File: src/rtl/core/id3_pkg.sv
// shared types and constants for the id3 tag frame parser
package id3_pkg;

	localparam int ID3_TEXT_MAX = 255;
	localparam int MAX_RES      = 3;

	typedef enum logic [1:0] {
		KIND_TITLE   = 2'd0,
		KIND_ARTIST  = 2'd1,
		KIND_PICTURE = 2'd2,
		KIND_AUDIO   = 2'd3
	} kind_t;

	typedef struct packed {
		kind_t       kind;
		logic [7:0]  text_char;
		logic [31:0] picture_offset;
		logic [31:0] picture_size;
		logic [28:0] audio_offset;
		logic        run_last;
	} result_t;

	typedef struct packed {
		logic       valid;
		logic [7:0] data_byte;
		logic       file_start;
		logic       file_end;
	} step_req_t;

	typedef struct packed {
		logic [1:0]         count;
		result_t [MAX_RES-1:0] res;
	} step_out_t;

endpackage

File: src/rtl/core/id3_if.sv
// request channel interfaces for file bytes and parse results
interface id3_byte_if;
	logic       valid;
	logic       ready;
	logic [7:0] data_byte;
	logic       file_start;
	logic       file_end;

	modport source(output valid, data_byte, file_start, file_end, input ready);
	modport sink(input valid, data_byte, file_start, file_end, output ready);
endinterface

interface id3_res_if;
	logic        valid;
	logic        ready;
	logic [1:0]  kind;
	logic [7:0]  text_char;
	logic [31:0] picture_offset;
	logic [31:0] picture_size;
	logic [28:0] audio_offset;
	logic        run_last;

	modport source(output valid, kind, text_char, picture_offset, picture_size,
		audio_offset, run_last, input ready);
	modport sink(input valid, kind, text_char, picture_offset, picture_size,
		audio_offset, run_last, output ready);
endinterface

File: src/rtl/core/id3_step.sv
// parser state and the per-byte step that yields up to three results
module id3_step import id3_pkg::*; #(
	parameter int TEXT_MAX = ID3_TEXT_MAX
) (
	input  logic      clk,
	input  logic      arst_n,
	input  step_req_t req,
	output step_out_t rsp
);

	localparam int TCW = $clog2(TEXT_MAX + 1);
	localparam logic [TCW-1:0] TC_LIMIT = TCW'(TEXT_MAX);

	localparam logic [7:0]  CH_I       = 8'h49;
	localparam logic [7:0]  CH_D       = 8'h44;
	localparam logic [7:0]  CH_3       = 8'h33;
	localparam logic [31:0] ID_TITLE   = 32'h54495432;
	localparam logic [31:0] ID_ARTIST  = 32'h54504531;
	localparam logic [31:0] ID_PICTURE = 32'h41504943;

	typedef enum logic [2:0] {
		PH_HDR,
		PH_EXT,
		PH_EXTSKIP,
		PH_FHDR,
		PH_ENC,
		PH_BODY,
		PH_PADSKIP,
		PH_DONE
	} phase_t;

	function automatic logic [27:0] syncsafe(input logic [31:0] v);
		return {v[30:24], v[22:16], v[14:8], v[6:0]};
	endfunction

	function automatic result_t mk(input kind_t k, input logic [7:0] c,
		input logic [31:0] po, input logic [31:0] ps, input logic [28:0] ao);
		result_t r;
		r.kind           = k;
		r.text_char      = c;
		r.picture_offset = po;
		r.picture_size   = ps;
		r.audio_offset   = ao;
		r.run_last       = 1'b0;
		return r;
	endfunction

	phase_t          ph_q, ph_d;
	logic [31:0]     pos_q, pos_d;
	logic            v4_q, v4_d;
	logic            ext_q, ext_d;
	logic [28:0]     te_q, te_d;
	logic [31:0]     sb_q, sb_d;
	logic [31:0]     fid_q, fid_d;
	logic [31:0]     bl_q, bl_d;
	logic [TCW-1:0]  tc_q, tc_d;
	logic            ta_q, ta_d;
	logic            tia_q, tia_d;

	logic [31:0]     p, nxt, sz, fsz;
	logic [7:0]      b;
	logic            v4, bnd;
	logic [3:0]      idx;
	logic [1:0]      n;
	result_t [MAX_RES-1:0] rr;
	kind_t           tkind;

	always_comb begin
		b = req.data_byte;
		if (req.file_start) begin
			ph_d = PH_HDR;
			p = '0;
			v4_d = 1'b0;
			ext_d = 1'b0;
			te_d = '0;
			sb_d = '0;
			fid_d = '0;
			bl_d = '0;
			tc_d = '0;
			ta_d = 1'b0;
			tia_d = 1'b0;
		end else begin
			ph_d = ph_q;
			p = pos_q;
			v4_d = v4_q;
			ext_d = ext_q;
			te_d = te_q;
			sb_d = sb_q;
			fid_d = fid_q;
			bl_d = bl_q;
			tc_d = tc_q;
			ta_d = ta_q;
			tia_d = tia_q;
		end
		v4 = v4_d;
		nxt = p + 32'd1;
		bnd = 1'b0;
		n = 2'd0;
		rr = '0;
		sz = '0;
		fsz = '0;
		idx = '0;

		case (ph_d)
			PH_HDR: begin
				if ((p == 32'd0 && b != CH_I) || (p == 32'd1 && b != CH_D) ||
					(p == 32'd2 && b != CH_3)) begin
					rr[n] = mk(KIND_AUDIO, 8'd0, 32'd0, 32'd0, 29'd0);
					n = n + 2'd1;
					ph_d = PH_DONE;
				end else begin
					if (p == 32'd3) v4_d = (b >= 8'd4);
					if (p == 32'd5) ext_d = b[6];
					if (p >= 32'd6) sb_d = {sb_d[23:0], b};
					if (p >= 32'd9) begin
						te_d = 29'd10 + {1'b0, syncsafe(sb_d)};
						if (ext_d) begin
							ph_d = PH_EXT;
							bl_d = 32'd4;
							sb_d = '0;
						end else begin
							bnd = 1'b1;
						end
					end
				end
			end
			PH_EXT: begin
				sb_d = {sb_d[23:0], b};
				bl_d = bl_d - 32'd1;
				if (bl_d == 32'd0) begin
					if (v4) begin
						sz = {4'd0, syncsafe(sb_d)};
						sz = (sz < 32'd4) ? 32'd0 : sz - 32'd4;
					end else begin
						sz = sb_d;
					end
					if (sz == 32'd0) begin
						bnd = 1'b1;
					end else begin
						ph_d = PH_EXTSKIP;
						bl_d = sz;
					end
				end
			end
			PH_EXTSKIP: begin
				bl_d = bl_d - 32'd1;
				if (bl_d == 32'd0) bnd = 1'b1;
			end
			PH_FHDR: begin
				idx = 4'd10 - bl_d[3:0];
				if (idx < 4'd4) fid_d = {fid_d[23:0], b};
				else if (idx < 4'd8) sb_d = {sb_d[23:0], b};
				bl_d = bl_d - 32'd1;
				if (bl_d == 32'd0) begin
					fsz = v4 ? {4'd0, syncsafe(sb_d)} : sb_d;
					if (fid_d[31:24] == 8'd0) begin
						ph_d = PH_PADSKIP;
					end else if (fsz == 32'd0) begin
						bnd = 1'b1;
					end else begin
						ta_d = 1'b0;
						bl_d = fsz;
						if (fid_d == ID_TITLE || fid_d == ID_ARTIST) begin
							tia_d = (fid_d == ID_ARTIST);
							ph_d = PH_ENC;
						end else begin
							if (fid_d == ID_PICTURE) begin
								rr[n] = mk(KIND_PICTURE, 8'd0, nxt, fsz, 29'd0);
								n = n + 2'd1;
							end
							ph_d = PH_BODY;
						end
					end
				end
			end
			PH_ENC: begin
				bl_d = bl_d - 32'd1;
				tc_d = '0;
				ta_d = (b == 8'd0 || b == 8'd3);
				if (bl_d == 32'd0) bnd = 1'b1;
				else ph_d = PH_BODY;
			end
			PH_BODY: begin
				if (ta_d) begin
					if (b != 8'd0) begin
						rr[n] = mk(tia_d ? KIND_ARTIST : KIND_TITLE, b, 32'd0, 32'd0,
							29'd0);
						n = n + 2'd1;
						tc_d = tc_d + 1'b1;
					end
					if (b == 8'd0 || tc_d >= TC_LIMIT) begin
						rr[n] = mk(tia_d ? KIND_ARTIST : KIND_TITLE, 8'd0, 32'd0,
							32'd0, 29'd0);
						n = n + 2'd1;
						ta_d = 1'b0;
					end
				end
				bl_d = bl_d - 32'd1;
				if (bl_d == 32'd0) bnd = 1'b1;
			end
			default: begin
			end
		endcase

		tkind = tia_d ? KIND_ARTIST : KIND_TITLE;

		// frame end closes open text, then the next header or padding
		if (bnd) begin
			if (ta_d) begin
				rr[n] = mk(tkind, 8'd0, 32'd0, 32'd0, 29'd0);
				n = n + 2'd1;
				ta_d = 1'b0;
			end
			if (nxt + 32'd10 <= {3'd0, te_d}) begin
				ph_d = PH_FHDR;
				bl_d = 32'd10;
				fid_d = '0;
				sb_d = '0;
			end else begin
				ph_d = PH_PADSKIP;
			end
		end

		if (ph_d != PH_HDR && ph_d != PH_DONE && nxt == {3'd0, te_d}) begin
			if (ta_d) begin
				rr[n] = mk(tkind, 8'd0, 32'd0, 32'd0, 29'd0);
				n = n + 2'd1;
				ta_d = 1'b0;
			end
			rr[n] = mk(KIND_AUDIO, 8'd0, 32'd0, 32'd0, te_d);
			n = n + 2'd1;
			ph_d = PH_DONE;
		end

		if (req.file_end && ph_d != PH_DONE) begin
			if (ph_d == PH_HDR) begin
				rr[n] = mk(KIND_AUDIO, 8'd0, 32'd0, 32'd0, 29'd0);
				n = n + 2'd1;
			end else begin
				if (ta_d) begin
					rr[n] = mk(tkind, 8'd0, 32'd0, 32'd0, 29'd0);
					n = n + 2'd1;
					ta_d = 1'b0;
				end
				rr[n] = mk(KIND_AUDIO, 8'd0, 32'd0, 32'd0, te_d);
				n = n + 2'd1;
			end
			ph_d = PH_DONE;
		end

		if (ph_d == PH_DONE) ta_d = 1'b0;
		pos_d = nxt;

		for (int i = 0; i < MAX_RES; i++) begin
			rr[i].run_last = (n != 2'd0) && (2'(i) == n - 2'd1);
		end
		rsp.count = req.valid ? n : 2'd0;
		rsp.res = rr;
	end

	always_ff @(posedge clk or negedge arst_n) begin
		if (!arst_n) begin
			ph_q <= PH_HDR;
			pos_q <= '0;
			v4_q <= 1'b0;
			ext_q <= 1'b0;
			te_q <= '0;
			sb_q <= '0;
			fid_q <= '0;
			bl_q <= '0;
			tc_q <= '0;
			ta_q <= 1'b0;
			tia_q <= 1'b0;
		end else if (req.valid) begin
			ph_q <= ph_d;
			pos_q <= pos_d;
			v4_q <= v4_d;
			ext_q <= ext_d;
			te_q <= te_d;
			sb_q <= sb_d;
			fid_q <= fid_d;
			bl_q <= bl_d;
			tc_q <= tc_d;
			ta_q <= ta_d;
			tia_q <= tia_d;
		end
	end

endmodule

File: src/rtl/core/id3_res_q.sv
// result queue that takes up to three results a cycle and sends one while the receiver is ready
module id3_res_q import id3_pkg::*; (
	input  logic             clk,
	input  logic             arst_n,
	input  step_out_t        push,
	output logic             room,
	id3_res_if.source        results
);

	localparam int RQ_DEPTH = 4;
	localparam int RQ_AW    = $clog2(RQ_DEPTH);

	result_t              mem [RQ_DEPTH];
	logic [RQ_AW-1:0]     wp_q, rp_q;
	logic [RQ_AW:0]       count_q;
	logic                 pop;
	result_t              head;

	assign head = mem[rp_q];
	assign pop = results.valid && results.ready;
	assign room = (count_q <= (RQ_AW + 1)'(RQ_DEPTH - MAX_RES));

	assign results.valid          = (count_q != '0);
	assign results.kind           = head.kind;
	assign results.text_char      = head.text_char;
	assign results.picture_offset = head.picture_offset;
	assign results.picture_size   = head.picture_size;
	assign results.audio_offset   = head.audio_offset;
	assign results.run_last       = head.run_last;

	always_ff @(posedge clk) begin
		for (int i = 0; i < MAX_RES; i++) begin
			if (2'(i) < push.count) mem[wp_q + RQ_AW'(i)] <= push.res[i];
		end
	end

	always_ff @(posedge clk or negedge arst_n) begin
		if (!arst_n) begin
			wp_q <= '0;
			rp_q <= '0;
			count_q <= '0;
		end else begin
			wp_q <= wp_q + RQ_AW'(push.count);
			if (pop) rp_q <= rp_q + 1'b1;
			count_q <= count_q + (RQ_AW + 1)'(push.count) - (RQ_AW + 1)'(pop);
		end
	end

endmodule

File: src/rtl/core/id3v2_tag_frame_parser_unit.sv
// top level of the id3v2 tag frame parser
//
// bytes: one file byte per request, from offset 0, with file_start on the
// first byte of a file and file_end on its last byte. results: one result per
// request (title or artist text byte, picture payload offset and size, audio
// start offset), with run_last on the final result caused by a byte.
// a byte is held in an input register, then one step updates the parser
// state and pushes its zero to three results into a four-entry queue.
// an accepted byte reaches the result port once the step has pushed its
// results into the queue. throughput: one byte per cycle while the receiver
// takes each result and each byte yields at most one; a byte with two or three
// results holds the input while the queue drains, one result per cycle.
// reset clears the parser to the header phase at offset 0 and empties the
// queue. when the receiver stalls, the queue fills, the input register holds
// its byte and bytes.ready falls; nothing is dropped.
// a file without an id3 header reports audio start 0 at once.
module id3v2_tag_frame_parser_unit import id3_pkg::*; #(
	parameter int TEXT_MAX = ID3_TEXT_MAX
) (
	input  logic       clk,
	input  logic       arst_n,
	id3_byte_if.sink   bytes,
	id3_res_if.source  results
);

	step_req_t req_s1;
	step_req_t step_req;
	step_out_t step_rsp;
	logic      room;
	logic      take;

	assign take = req_s1.valid && room;
	assign bytes.ready = !req_s1.valid || room;

	always_comb begin
		step_req = req_s1;
		step_req.valid = take;
	end

	always_ff @(posedge clk or negedge arst_n) begin
		if (!arst_n) begin
			req_s1 <= '0;
		end else if (bytes.valid && bytes.ready) begin
			req_s1.valid <= 1'b1;
			req_s1.data_byte <= bytes.data_byte;
			req_s1.file_start <= bytes.file_start;
			req_s1.file_end <= bytes.file_end;
		end else if (take) begin
			req_s1.valid <= 1'b0;
		end
	end

	id3_step #(
		.TEXT_MAX(TEXT_MAX)
	) u_step (
		.clk(clk),
		.arst_n(arst_n),
		.req(step_req),
		.rsp(step_rsp)
	);

	id3_res_q u_res_q (
		.clk(clk),
		.arst_n(arst_n),
		.push(step_rsp),
		.room(room),
		.results(results)
	);

endmodule

File: src/flat_wrapper.sv
// flat-port wrapper written by rule: the top's interface ports become plain ports
module id3v2_tag_frame_parser_unit_flat import id3_pkg::*;
#(
	parameter int TEXT_MAX = ID3_TEXT_MAX
)
  (clk, arst_n, bytes_valid, bytes_data_byte, bytes_file_start, bytes_file_end, bytes_ready, results_valid, results_kind, results_text_char, results_picture_offset, results_picture_size, results_audio_offset, results_run_last, results_ready);
  id3_byte_if bytes_i ();
  id3_res_if results_i ();
  input  logic clk;
  input  logic arst_n;
  input wire logic [$bits(bytes_i.valid)-1:0] bytes_valid;
  input wire logic [$bits(bytes_i.data_byte)-1:0] bytes_data_byte;
  input wire logic [$bits(bytes_i.file_start)-1:0] bytes_file_start;
  input wire logic [$bits(bytes_i.file_end)-1:0] bytes_file_end;
  output wire logic [$bits(bytes_i.ready)-1:0] bytes_ready;
  output wire logic [$bits(results_i.valid)-1:0] results_valid;
  output wire logic [$bits(results_i.kind)-1:0] results_kind;
  output wire logic [$bits(results_i.text_char)-1:0] results_text_char;
  output wire logic [$bits(results_i.picture_offset)-1:0] results_picture_offset;
  output wire logic [$bits(results_i.picture_size)-1:0] results_picture_size;
  output wire logic [$bits(results_i.audio_offset)-1:0] results_audio_offset;
  output wire logic [$bits(results_i.run_last)-1:0] results_run_last;
  input wire logic [$bits(results_i.ready)-1:0] results_ready;
  assign bytes_i.valid = bytes_valid;
  assign bytes_i.data_byte = bytes_data_byte;
  assign bytes_i.file_start = bytes_file_start;
  assign bytes_i.file_end = bytes_file_end;
  assign bytes_ready = bytes_i.ready;
  assign results_valid = results_i.valid;
  assign results_kind = results_i.kind;
  assign results_text_char = results_i.text_char;
  assign results_picture_offset = results_i.picture_offset;
  assign results_picture_size = results_i.picture_size;
  assign results_audio_offset = results_i.audio_offset;
  assign results_run_last = results_i.run_last;
  assign results_i.ready = results_ready;
  id3v2_tag_frame_parser_unit #(.TEXT_MAX(TEXT_MAX)) u_core (.clk(clk), .arst_n(arst_n), .bytes(bytes_i), .results(results_i));
endmodule
File: config.mk
export PLATFORM = sky130hd
export DESIGN_NAME = id3v2_tag_frame_parser_unit_flat
export DESIGN_NICKNAME = d
export VERILOG_FILES = /design/src/rtl/core/id3_pkg.sv /design/src/rtl/core/id3_if.sv /design/src/rtl/core/id3_step.sv /design/src/rtl/core/id3_res_q.sv /design/src/rtl/core/id3v2_tag_frame_parser_unit.sv /design/src/flat_wrapper.sv
export SDC_FILE = /design/constraint.sdc
export NUM_CORES = 2
export LEC_CHECK = 0
export ABC_AREA = 1
export ABC_CLOCK_PERIOD_IN_PS = 22100
export CAP_MARGIN = 20
export CORE_MARGIN = 4
export CORE_UTILIZATION = 45
export CTS_CLUSTER_DIAMETER = 40
export DETAILED_ROUTE_END_ITERATION = 8
export DONT_BUFFER_PORTS = 1
export HOLD_SLACK_MARGIN = 0.08
export PLACE_DENSITY = 0.6
export SLEW_MARGIN = 10
export SYNTH_ARGS = -nofsm -noshare
export SYNTH_HDL_FRONTEND = slang
export SYNTH_SLANG_ARGS = --single-unit
File: constraint.sdc
create_clock -name clk -period 22.1 [get_ports clk]
set_input_delay 1.105 -clock clk [delete_from_list [all_inputs] [get_ports clk]]
set_output_delay 1.105 -clock clk [all_outputs]
set_load 0.02 [all_outputs]
### After elaboration in Yosys (flattened, before gate mapping)

Memories as Yosys holds them, arrays and structs flattened.
Cells that the tools add are included.

| cells by class | value |
|---|---|
| mux-type cells | 175 |
| equal/unequal tests | 22 |
| bitwise operators | 3 |
| $add $sub $neg | 20 |
| $lt $le $gt $ge | 24 |
| reductions and logical operators | 40 |

Operator list:

| cell | number |
|---|---|
| 312-bit 2-to-1 mux | 12 |
| 312-bit bitwise mux | 6 |
| 104-bit 2-to-1 mux | 14 |
| 104-bit demux with 2-bit select | 6 |
| 32-bit 2-to-1 mux | 35 |
| 104-bit case mux with 3 select lines | 1 |
| 306-bit bitwise AND | 1 |
| 306-bit inverter | 1 |
| 208-bit 2-to-1 mux | 1 |
| 32-bit zero test | 4 |
| 32-bit case mux with 4 select lines | 1 |
| 29-bit 2-to-1 mux | 4 |
| 103-bit 2-to-1 mux | 1 |
| 32-bit by 31-bit == test with 1-bit output, second input constant | 3 |
| 32-bit case mux with 3 select lines | 1 |
| 32-bit by 2-bit == test with 1-bit output, second input constant | 2 |
| 1-bit 2-to-1 mux | 54 |
| 3-bit 2-to-1 mux | 14 |
| 8-bit 2-to-1 mux | 5 |
| 32-bit by 1-bit adder with 32-bit output, second input constant | 1 |
| 32-bit by 4-bit adder with 32-bit output, second input constant | 1 |
| 32-bit by 1-bit == test with 1-bit output, second input constant | 1 |
| 32-bit by 29-bit == test with 1-bit output | 1 |
| 32-bit by 3-bit == test with 1-bit output, second input constant | 1 |
| other kinds (50) | 113 |

| storage, ports and cells | value |
|---|---|
| register bits after elaboration | 190 |
| memories | 1 |
| memory bits (writable) | 416 |
| input bits | 14 |

Memory list:

| memory | words | bits a word | read ports | clocked after Yosys merged registers in | write ports | RTL line | text |
|---|---|---|---|---|---|---|---|
| u_core.u_res_q.mem | 4 | 104 | 1 | 0 | 3 | id3_res_q.sv:13 | `result_t mem [RQ_DEPTH];` |

### Depth between registers and ports, before layout

| logic depth | value |
|---|---|
| depth after elaboration | 31 |
| gate-level depth with buffers | 63 |

### Hierarchy

From an unflattened synthesis, not the netlist that was laid out.

| unflattened totals | value |
|---|---|
| cell total of the unflattened synthesis | 7377 |
| area total of the unflattened synthesis | 49408.6 um^2 |

By module, submodules not included:

| module | times used | seq. area each (um^2) | cells an instance | area an instance (um^2) |
|---|---|---|---|---|
| id3_res_q | 1 | 12667.1 | 3703 | 26914.6 |
| id3_step | 1 | 4304.1 | 3624 | 22027.4 |
| id3v2_tag_frame_parser_unit | 1 | 275.3 | 50 | 466.7 |

### Worst setup path before layout

Ideal clock, no wire load.

| path | value |
|---|---|
| path kind | reg2reg |
| start point | reg u_core.req_s1[1] (netlist name) |
| end point | mem u_core.u_res_q.mem[0][0] (netlist name) (enable) |
| required time | 20.885 ns |
| library setup time | 1.215 ns |
| arrival | 9.427 ns |
| slack | 11.458 ns |
| stages on the path, launching flop included | 58 |
| cells stage by stage | dfrtp_1 > buf_6 > buf_4 > buf_2 > buf_2 > buf_1 > clkbuf_1 > clkbuf_1 > nor2_1 > ha_1 > nand2_1 > nand2_1 > inv_1 > ha_1 > inv_1 > nand2_1 > nand2_1 > nor2_1 > [... 22 more ...] > nand3_4 > nand2_1 > buf_4 > nand2_1 > nand2_1 > inv_1 > ha_1 > nand3_1 > nand2_1 > ha_1 > nand2_1 > o21ai_1 > nand2_4 > nand3_4 > nor2_8 > nand2_4 > buf_2 > nand3_1 |

RTL lines:

| item | RTL line | text |
|---|---|---|
| from (decl) | id3v2_tag_frame_parser_unit.sv:26 | `step_req_t req_s1;` |
| to (decl) | id3_res_q.sv:13 |  |

==> flow_summary_export.csv <==
group,metric,value,unit
layout,stdcell_count,6919,
setup_path,worstPathRequired,22.39,ns
synth,yosys_warnings,0,
synth,synth_edf_count,416,
clocking,cts_hold_buf,0,
global_routing,antenna_found_initial,3,
setup_path,worstSetupPathType,"register to register",
power,ir_worst_vdd,0.000108,V
power,p_leak,20.0,nW
clocking,cts_max_path_buffers,3,
layout,fill_cells,8991,
setup_path,max_stage_delay,0.81,ns
floorplanning,dieArea,96700,um2
layout,seqCellArea,17300,um2
placement,placed_area,41700,um2
timing,hold_viol,0,
timing,worst_slew_pin_slew,1.12,ns
timing,holdWs,0.148,ns
detailed_routing,wire_per_inst,21.9,um
floorplanning,die_w,311,um
clocking,numCtsBuffers,103,
power,p_seq_share,27.3,%
power,switching_share,48.4,%
layout,drive_gt1_share,6.27,%
detailed_routing,highest_layer,"met5",
placement,dp_cells,6720,
power,p_total,6.40,mW
clocking,post_cts_buffers,0,
global_routing,grt_pass1_vias,37500,
synth,synth_xor_area_share,1.47,%
min_path,hold_class,"primary input to async pin",
setup_path,startpoint_type,"register",
synth,synth_top_family_by_area,"simple AND/OR/NAND/NOR gates",
layout,area_growth,9.76,%
synth,synthDistinctLibCells,62,
clocking,cts_resized,0,
placement,gp_routability_congestion,0.991,
global_routing,grt-ovfl-total,0,
synth,synth-seq-cells,606,
power,switchingPower,3.10,mW
timing,skew,0.0611,ns
timing,period_share,53.9,%
timing,slew_headroom,25.1,%
synth,synthMuxAreaShare,0,%
power,p_int,3.30,mW
synth,synth_area,41300,um2
setup_path,critPathLaunch,"u_core.req_s1[1]$_DFFE_PN0P_",
global_routing,grt_use_total,30.4,%
layout,multi_input_area,20600,um2
setup_path,arrival,12.21,ns
clocking,numClockSinks,606,
detailed_routing,wl_met3,14.5,mm
setup_path,reg2reg_from,"u_core.req_s1[1]$_DFFE_PN0P_",
synth,ys.flop_type,"edfxtp_1",
floorplanning,io_pins,120,
layout,fin_util,50.1,%
timing,fin_ws,10.19,ns
clocking,root_buffer,"clkbuf_16",
detailed_routing,first_pass_iters,8,
clocking,clk_pin_slew_worst_paths,0.06,ns
detailed_routing,wl_met1,67.3,mm
timing,rsz0062_at_grt,"no",
floorplanning,start_util,45.6,%
synth,synth_nets,5878,
status,outcome,"finished, final reports clean",
global_routing,grt_pass1_wl,232,mm
flow_run,maxCapViolations,0,
floorplanning,coreArea,90600,um2
setup_path,worst_path_max_delay_cell,"nand3_4",
detailed_routing,vias,40700,
detailed_routing,drtIter0Drc,5088,
setup_path,path_max_fanout,67,
floorplanning,row_count,110,
detailed_routing,final_antenna_net_count,0,
synth,synth_compound_area_share,13.7,%
synth,yosysSeqAreaShare,41.7,%
timing,setup_viol,0,
power,combPwrFrac,46.8,%
clocking,cts_max_level,3,
setup_path,end_kind,"register",
placement,pre_cts_ws,10.37,ns
layout,final_common_cell,"nand2_1",
setup_path,reg2reg_setup_slack,10.19,ns
floorplanning,die_h,311,um
placement,hpwl,103,mm
layout,mostFrequentLayoutCells,"nand2_1 (1613), nor2_1 (978), o21ai_0 (514)",
timing,max_freq,0.0839,GHz
detailed_routing,via_per_inst,5.88,
clocking,cts_tree,"done",
layout,finalNetCount,5727,
detailed_routing,post-route-drc-count,0,
setup_path,r2r-end,"u_core.u_res_q.mem[0][39]$_SDFFCE_PP0P_",
power,pwr-share-clk,25.9,%
timing,slew_viol_final,0,
placement,io_buffers,0,
power,p_per_area,141,nW/um2
timing,min_period,11.91,ns
detailed_routing,drt_wl_total,152,mm
global_routing,grt_max_degree,191,
detailed_routing,wl_met2,65.1,mm
setup_path,r2r_cells,52,
synth,syn_area_per_cell,7.12,um2
timing,tns,0,ns
clocking,insertion_delay,0.70,ns
setup_path,cpMostUsedCell,"nand2_1",
synth,synth_simple_gate_area_share,32.7,%
synth,async_flop_share,31.4,%
synth,syn_inst,5802,
layout,post-route-cell-area,45400,um2
synth,yosys.area_share.adder,1.90,%
==> area by class of cell <==
type                            count  share of cell area [%]
Multi-Input combinational cell   4381                    45.5
Sequential cell                   606                    38.1
Clock buffer                      121                    5.92
Inverter                          505                    4.22
Tap cell                         1176                    3.24
Clock inverter                     75                    2.06
Timing Repair Buffer               54                   0.999
Antenna cell                        1                 0.00552
==> worst max-delay path, delay by kind of cell, from the launching register on <==
family / cells / cell delay [ns]
buf+inv: 10 / 3.03
flops: 1 / 0.62
fa+ha+maj: 5 / 1.21
simple gates: 33 / 5.86
compound gates: 4 / 0.47
==> power by group through the flow <==
stage	clock (mW)	sequential (mW)	combinational (mW)
floorplan	0	1.74	2.13
global placement	0	1.76	2.93
detailed placement	0	1.76	2.94
CTS	1.68	1.74	2.95
global route	1.73	1.77	3.27
finish	1.66	1.75	3.00
==> state kept, by name (all words and copies together) (netlist names), 3 cells and up <==
register                cells
u_core.u_step.bl_q         32
u_core.req_s1              11
u_core.u_res_q.mem        416
u_core.u_res_q.count_q      3
u_core.u_step.tc_q          8
u_core.u_step.sb_q         32
u_core.u_step.fid_q        32
u_core.u_step.pos_q        32
u_core.u_step.ph_q          3
u_core.u_step.te_q         29
==> layer usage <==
| layer | vias up | GRT usage (%) |
|---|---|---|
| met1 | 19300 | 44.6 |
| met4 | 2 | 9.30 |
| met5 | - | 0 |
| met3 | 313 | 5.63 |
| met2 | 1963 | 45.5 |
| li1 | 19100 | - |
==> how the worst max path moves through the flow <==
stage | endpoint | depth (start not counted)
floorplan | u_core.u_res_q.mem[0][0]$_DFFE_PP_ | 57
global placement | u_core.u_res_q.mem[0][39]$_SDFFCE_PP0P_ | 42
detailed placement | u_core.u_res_q.mem[0][39]$_SDFFCE_PP0P_ | 42
CTS | u_core.u_res_q.mem[0][41]$_SDFFCE_PP0P_ | 42
global route | u_core.u_res_q.mem[0][39]$_SDFFCE_PP0P_ | 52
finish | u_core.u_res_q.mem[0][39]$_SDFFCE_PP0P_ | 52
==> logic make-up (layout without fill, tap and decap cells) <==
| kind of cell | after synthesis | after routing |
|---|---|---|
| other | 0 | 1 |
| adder cells (fa/ha/maj) | 62 | 62 |
| flip-flops | 606 | 606 |
| AO/OA/AOI/OAI | 998 | 998 |
| AND/OR/NAND/NOR | 3254 | 3254 |
| buffers and inverters | 815 | 755 |
| XOR/XNOR | 67 | 67 |
==> cell usage after synthesis (7+ instances only) <==
cell type	n	area share [%]
o22ai_1	212	3.2
nand2_4	7	0.19
o21ai_0	514	6.2
nor2_2	17	0.26
inv_2	28	0.25
a2111oi_0	12	0.25
xor2_1	57	1.2
o211ai_1	28	0.51
inv_1	463	4.2
nor4_1	10	0.15
nand3_1	431	5.2
nand2_2	17	0.26
o2111ai_1	7	0.15
nand4_1	85	1.3
dfrtp_1	190	12
buf_6	44	1.2
a211oi_1	22	0.40
a21oi_1	107	1.3
clkinv_1	8	0.073
buf_1	9	0.082
a221oi_1	26	0.55
o21ai_1	35	0.42
clkbuf_1	192	1.7
edfxtp_1	416	30
nor3_1	47	0.57
buf_2	57	0.69
o31ai_1	10	0.18
nand2_1	1614	15
xnor2_1	7	0.15
nor2_1	980	8.9
ha_1	61	1.8
Power figures use the tool's default switching activity.
